**config.mk**
```make
export PLATFORM = sky130hd
export DESIGN_NAME = sliding_window_median_filter_flat
export DESIGN_NICKNAME = d
export VERILOG_FILES = /design/src/rtl/swmf_pkg.sv /design/src/rtl/swmf_if.sv /design/src/rtl/sliding_window_median_filter.sv /design/src/rtl/swmf_cell.sv /design/src/flat_wrapper.sv
export SDC_FILE = /design/constraint.sdc
export NUM_CORES = 2
export LEC_CHECK = 0
export BUFFER_PORTS_ARGS = -buffer_cell sky130_fd_sc_hd__buf_2
export CAP_MARGIN = 20
export CORE_MARGIN = 4
export CORE_UTILIZATION = 50
export CTS_BUF_LIST = sky130_fd_sc_hd__clkbuf_4 sky130_fd_sc_hd__clkbuf_8
export CTS_CLUSTER_DIAMETER = 200
export CTS_CLUSTER_SIZE = 25
export DETAILED_ROUTE_END_ITERATION = 6
export PLACE_DENSITY = 0.67
export SETUP_SLACK_MARGIN = 0.2
export SYNTH_ARGS = -nofsm -noshare
export SYNTH_HDL_FRONTEND = slang
export SYNTH_HIERARCHICAL = 1
export SYNTH_SLANG_ARGS = --single-unit
export TNS_END_PERCENT = 50
```
**constraint.sdc**
```tcl
create_clock -name clk -period 5.3 [get_ports clk]
set_input_delay 0 -clock clk [delete_from_list [all_inputs] [get_ports clk]]
set_output_delay 0 -clock clk [all_outputs]
set_load 0.02 [all_outputs]
```
**src/rtl/swmf_pkg.sv**
```systemverilog
// ----------------------------------------------------------------------------
// swmf_pkg
// Shared types and constants for the running median filter.
// ----------------------------------------------------------------------------
package swmf_pkg;

  localparam int SAMPLE_W = 16;
  localparam int WSIZE_W  = 5;

  typedef logic [SAMPLE_W-1:0] sample_t;
  typedef logic [WSIZE_W-1:0]  wsize_t;

  // Window size after reset
  localparam wsize_t WSIZE_RESET = wsize_t'(16);

  // Per-cell control, driven by the sequencer in the top level
  typedef struct packed {
    logic shift;  // advance the history and load the sort register
    logic fill;   // cell lies inside the active window
    logic lo;     // lower member of a compare pair: keep the minimum
    logic hi;     // upper member of a compare pair: keep the maximum
  } cell_ctrl_t;

endpackage

```
**src/rtl/swmf_if.sv**
```systemverilog
// ----------------------------------------------------------------------------
// swmf_if
// Valid/ready channels for samples, medians and the window size register.
// ----------------------------------------------------------------------------
interface swmf_sample_if;
  logic              valid;
  logic              ready;
  swmf_pkg::sample_t sample;

  modport source (output valid, output sample, input ready);
  modport sink   (input valid, input sample, output ready);
endinterface

interface swmf_median_if;
  logic              valid;
  logic              ready;
  swmf_pkg::sample_t median;

  modport source (output valid, output median, input ready);
  modport sink   (input valid, input median, output ready);
endinterface

interface swmf_cfg_if;
  logic             valid;
  logic             ready;
  swmf_pkg::wsize_t window_size;

  modport source (output valid, output window_size, input ready);
  modport sink   (input valid, input window_size, output ready);
endinterface

```
**src/rtl/sliding_window_median_filter.sv**
```systemverilog
// ----------------------------------------------------------------------------
// sliding_window_median_filter
// Running median over the newest window_size unsigned 16-bit samples.
// ----------------------------------------------------------------------------
// A user's view: every accepted sample item yields exactly one median item.
// The filter keeps the last MAX_WINDOW samples in a chain of cells (reset to
// zero, so early medians count those zeros). The median is the element at
// rank n/2 of the newest n samples sorted ascending, n being window_size
// clamped to 1..MAX_WINDOW (zero acts as 1). For each item, the accepting
// edge shifts the history and fills the sort slots, odd-even transposition
// rounds then run across the chain (each cell but the two end cells compares
// with a neighbour in every round), and the median is registered once the
// output register is free. No new sample is taken while an item is in
// flight. The next item is taken once the result is registered, even if the
// consumer has not yet taken it. Write window_size only while idle; the
// configuration channel is always ready.
// ----------------------------------------------------------------------------
module sliding_window_median_filter #(
  parameter int MAX_WINDOW = 16
) (
  input  logic clk,
  input  logic rst,
  swmf_cfg_if.sink      cfg,
  swmf_sample_if.sink   samples,
  swmf_median_if.source medians
);

  localparam int NW = $clog2(MAX_WINDOW + 1);
  localparam int IW = (MAX_WINDOW > 1) ? $clog2(MAX_WINDOW) : 1;
  localparam int CW = (NW > swmf_pkg::WSIZE_W) ? NW : swmf_pkg::WSIZE_W;

  // Sequencer states
  localparam logic [1:0] ST_IDLE   = 2'd0;
  localparam logic [1:0] ST_SORT   = 2'd1;
  localparam logic [1:0] ST_RESULT = 2'd2;

  logic [1:0]        state;
  logic [1:0]        state_next;
  swmf_pkg::wsize_t  window_size;
  logic [NW-1:0]     rnd;
  logic [NW-1:0]     n_eff;
  logic [CW-1:0]     ws_ext;
  logic [IW-1:0]     mid;
  swmf_pkg::sample_t med;
  logic              med_valid;
  logic              accept;
  logic              in_sort;
  logic              load_out;

  swmf_pkg::sample_t    hist_q  [MAX_WINDOW];
  swmf_pkg::sample_t    sort_q  [MAX_WINDOW];
  swmf_pkg::cell_ctrl_t cell_ctrl [MAX_WINDOW];

  // Configuration: always ready; written only while idle by the user, which the block does not enforce.
  assign cfg.ready = 1'b1;

  always_ff @(posedge clk) begin
    if (rst) begin
      window_size <= swmf_pkg::WSIZE_RESET;
    end else if (cfg.valid) begin
      window_size <= cfg.window_size;
    end
  end

  // Clamp the register to 1..MAX_WINDOW.
  assign ws_ext = CW'(window_size);

  always_comb begin
    if (ws_ext == '0) begin
      n_eff = NW'(1);
    end else if (ws_ext > CW'(MAX_WINDOW)) begin
      n_eff = NW'(MAX_WINDOW);
    end else begin
      n_eff = NW'(ws_ext);
    end
  end

  assign mid = IW'(n_eff >> 1);

  // Handshakes
  assign samples.ready  = (state == ST_IDLE);
  assign accept         = samples.valid && samples.ready;
  assign in_sort        = (state == ST_SORT);
  assign load_out       = (state == ST_RESULT) && (!med_valid || medians.ready);
  assign medians.valid  = med_valid;
  assign medians.median = med;

  // Sequencer: idle -> sort rounds -> result
  always_comb begin
    state_next = state;
    unique case (state)
      ST_IDLE: begin
        if (accept) begin
          state_next = ST_SORT;
        end
      end
      ST_SORT: begin
        if (rnd == n_eff - NW'(1)) begin
          state_next = ST_RESULT;
        end
      end
      ST_RESULT: begin
        if (load_out) begin
          state_next = ST_IDLE;
        end
      end
      default: begin
        state_next = ST_IDLE;
      end
    endcase
  end

  always_ff @(posedge clk) begin
    if (rst) begin
      state <= ST_IDLE;
      rnd   <= '0;
    end else begin
      state <= state_next;
      if (accept) begin
        rnd <= '0;
      end else if (in_sort) begin
        rnd <= rnd + NW'(1);
      end
    end
  end

  // Output register: hold the median until taken.
  always_ff @(posedge clk) begin
    if (rst) begin
      med_valid <= 1'b0;
    end else if (load_out) begin
      med_valid <= 1'b1;
    end else if (medians.ready) begin
      med_valid <= 1'b0;
    end
  end

  always_ff @(posedge clk) begin
    if (load_out) begin
      med <= sort_q[mid];
    end
  end

  // Cell chain: history shifts towards higher index; sort pairs alternate
  // between even and odd boundaries on successive rounds.
  for (genvar i = 0; i < MAX_WINDOW; i++) begin : g_cell
    localparam bit PAR   = (i % 2) != 0;
    localparam bit FIRST = (i == 0);
    localparam bit LAST  = (i == MAX_WINDOW - 1);

    swmf_pkg::sample_t hist_in;
    swmf_pkg::sample_t left;
    swmf_pkg::sample_t right;

    if (FIRST) begin : g_head
      assign hist_in = samples.sample;
      assign left    = '0;
    end else begin : g_body
      assign hist_in = hist_q[i-1];
      assign left    = sort_q[i-1];
    end

    if (LAST) begin : g_tail
      assign right = '1;
    end else begin : g_next
      assign right = sort_q[i+1];
    end

    assign cell_ctrl[i].shift = accept;
    assign cell_ctrl[i].fill  = NW'(i) < n_eff;
    assign cell_ctrl[i].lo    = in_sort && (PAR == rnd[0]) && !LAST;
    assign cell_ctrl[i].hi    = in_sort && (PAR != rnd[0]) && !FIRST;

    swmf_cell u_cell (
      .clk     (clk),
      .rst     (rst),
      .ctrl    (cell_ctrl[i]),
      .hist_in (hist_in),
      .left    (left),
      .right   (right),
      .hist    (hist_q[i]),
      .sorted  (sort_q[i])
    );
  end

endmodule

```
**src/rtl/swmf_cell.sv**
```systemverilog
// ----------------------------------------------------------------------------
// swmf_cell
// One cell of the filter chain: a history tap and one odd-even sort slot.
// ----------------------------------------------------------------------------
module swmf_cell (
  input  logic                 clk,
  input  logic                 rst,
  input  swmf_pkg::cell_ctrl_t ctrl,
  input  swmf_pkg::sample_t    hist_in,
  input  swmf_pkg::sample_t    left,
  input  swmf_pkg::sample_t    right,
  output swmf_pkg::sample_t    hist,
  output swmf_pkg::sample_t    sorted
);

  always_ff @(posedge clk) begin
    if (rst) begin
      hist <= '0;
    end else if (ctrl.shift) begin
      hist <= hist_in;
    end
  end

  // Cells outside the window load the top value so they never move.
  always_ff @(posedge clk) begin
    priority if (ctrl.shift) begin
      sorted <= ctrl.fill ? hist_in : '1;
    end else if (ctrl.lo) begin
      sorted <= (right < sorted) ? right : sorted;
    end else if (ctrl.hi) begin
      sorted <= (left > sorted) ? left : sorted;
    end else begin
      sorted <= sorted;
    end
  end

endmodule

```
**src/flat_wrapper.sv**
```systemverilog
// flat-port wrapper written by rule: the top's interface ports become plain ports
module sliding_window_median_filter_flat 
#(
  parameter int MAX_WINDOW = 16
)
  (clk, rst, cfg_valid, cfg_window_size, cfg_ready, samples_valid, samples_sample, samples_ready, medians_valid, medians_median, medians_ready);
  swmf_cfg_if cfg_i ();
  swmf_sample_if samples_i ();
  swmf_median_if medians_i ();
  input  logic clk;
  input  logic rst;
  input wire logic [$bits(cfg_i.valid)-1:0] cfg_valid;
  input wire logic [$bits(cfg_i.window_size)-1:0] cfg_window_size;
  output wire logic [$bits(cfg_i.ready)-1:0] cfg_ready;
  input wire logic [$bits(samples_i.valid)-1:0] samples_valid;
  input wire logic [$bits(samples_i.sample)-1:0] samples_sample;
  output wire logic [$bits(samples_i.ready)-1:0] samples_ready;
  output wire logic [$bits(medians_i.valid)-1:0] medians_valid;
  output wire logic [$bits(medians_i.median)-1:0] medians_median;
  input wire logic [$bits(medians_i.ready)-1:0] medians_ready;
  assign cfg_i.valid = cfg_valid;
  assign cfg_i.window_size = cfg_window_size;
  assign cfg_ready = cfg_i.ready;
  assign samples_i.valid = samples_valid;
  assign samples_i.sample = samples_sample;
  assign samples_ready = samples_i.ready;
  assign medians_valid = medians_i.valid;
  assign medians_median = medians_i.median;
  assign medians_i.ready = medians_ready;
  sliding_window_median_filter #(.MAX_WINDOW(MAX_WINDOW)) u_core (.clk(clk), .rst(rst), .cfg(cfg_i), .samples(samples_i), .medians(medians_i));
endmodule
```
==> results.toml <==
[clock_network]
root_buffer = "clkbuf_8"
cts_sinks = 525
insertion_delay_ns = 0.77
cts_buffers = 24
clk_path_buf_depth = 3
htreeDepth = 1
cts_tree = "done"
post_cts_resized = 0
hold_buffers = 47
cts.clk_slew.worst_paths_ns = 0.22
cts_setup_buffers = 0

[timing]
slew_headroom_pct = 20.2
slew_violations = 0
finalSetupTns_ns = 0
final.setup_skew_ns = 0.0778
setup_viol = 0
holdWs_ns = 0.152
final-hold-violation-count = 0
period_share_pct = 61.3
fmax_mhz = 308
worst_pin_slew_ns = 1.20
fin_crit_ns = 3.25
rsz0062_at_grt = "false"

[setup_path]
cp_max_fo = 41
worstPathRequired_ns = 5.77
critPathKind = "register to register"
crit_arrival_ns = 3.72
start_kind = "register"
r2r_setup_slack_ns = 2.05
end_kind = "register"

[placed_design]
dp.cells = 4975
portBuffers = 43
dp_hpwl_mm = 74.4
routabilityCongestion = 0.884

[routing]
via_per_inst = 5.92
vias = 30000
drc = 0
wirelength_mm = 107
wl_per_cell_um = 21.0
dr.pass1.iters = 6
initialDrtViolationCount = 3699
antenna_left = 0

[global_route]
antenna_found_initial = 2
grt_pass1_wl_mm = 162
grt_pass1_vias = 27900
grt_use_total_pct = 26.0
grt_max_degree = 200
overflow = 0

[floorplanning]
start_util_pct = 50.7
core-area_sq_um = 73300
die-area_sq_um = 78800
die_h_um = 281
num_io_pins = 45
row_count = 99
die_x_um = 281

[layout]
fillerInstances = 6786
syn_to_final_growth_pct = 5.33
regArea_sq_um = 13200
multi_input_area_sq_um = 21000
post-route-util_pct = 53.4
finalNetCount = 4614
instances_no_fill = 5067
drive_gt1_share_pct = 5.65

[power_and_ir_drop]
p_total_w = 0.0117
p_leak_nw = 15.9
power_density_nw_per_um2 = 300
peakVddDrop_uv = 217

[worst_hold_path]
hold_path_class = "input pin to register"

[synthesis]
syn_inst = 4094
syn_area_sq_um = 37200
ys_warn_count = 6
syn_avg_cell_area_sq_um = 9.08

[status]
status = "completed"

[job]
drv_cap = 0
-- registers in the layout, indices dropped and copies added (netlist names) --
register                     count
u_core/state                     2
u_core/g_cell.u_cell/sorted    256
u_core/medians.valid             1
u_core/g_cell.u_cell/hist      240
u_core/medians.median           16
u_core/rnd                       5
u_core/window_size               5
-- cell usage in the layout, fill, tap and decap left out, types with 18 or more instances in the layout --
cell type,n
mux2i_1,244
nor2_1,381
buf_2,42
conb_1,73
o21ai_0,51
dlygate4sd3_1,47
nand2_1,220
nand3_1,50
edfxtp_1,272
nand2b_1,22
a31oi_1,273
clkbuf_8,26
inv_1,565
a21oi_1,179
nand4_1,49
o221ai_1,32
clkbuf_4,19
dfxtp_1,250
nor2b_1,244
a211oi_1,304
a21o_1,18
ha_1,499
buf_4,37
-- report_power, final --
group	switching (W)	leakage (nW)	internal [W]	total, W
combinational	0.00247	10.9	0.00175	0.00422
sequential	0.000812	4.68	0.00483	0.00564
clock	0.00131	0.267	0.000576	0.00189
-- stage by stage --
stage	setup WS (ns)	cell area [sq um]
finish	2.05	39200
floorplan	1.02	37400
global placement	2.11	38200
detailed placement	2.10	38200
global route	1.77	39200
CTS	2.09	39200
-- per-layer routing --
metal / wire length, um / up-vias / global-route usage [%]
li1: - / 14500 / -
met1: 51100 / 14100 / 41.1
met2: 44200 / 1208 / 37.9
met3: 9100 / 132 / 3.18
met4: 2140 / 0 / 5.57
met5: 0 / - / 0
-- critical path, stage by stage (launching register included) --
cell and delay (ns):
dfxtp_1 0.41, nor2b_1 0.38, and2_4 0.56, o2111ai_1 0.19, a21oi_1 0.16, nor2_1 0.05, o22ai_1 0.92, buf_4 0.34
-- final timing paths --
check,from,to,cells after the start
max,u_core/state[0],u_core/g_cell[5].u_cell/sorted[4],7
min,samples_sample[14],u_core/g_cell[0].u_cell/sorted[14],4
max reg2reg,u_core/state[0],u_core/g_cell[5].u_cell/sorted[4],7
min reg2reg,u_core/g_cell[14].u_cell/hist[4],u_core/g_cell[14].u_cell/hist[4],2
-- cell type report --
class | count | area share, %
inverter | 566 | 5.42
clock buffer | 44 | 1.24
timing repair buffer | 132 | 2.74
sequential | 525 | 33.8
multi-input combinational | 2840 | 53.7
tap | 959 | 3.06
antenna | 1 | 0.00639
Power figures use the tool's default switching activity.
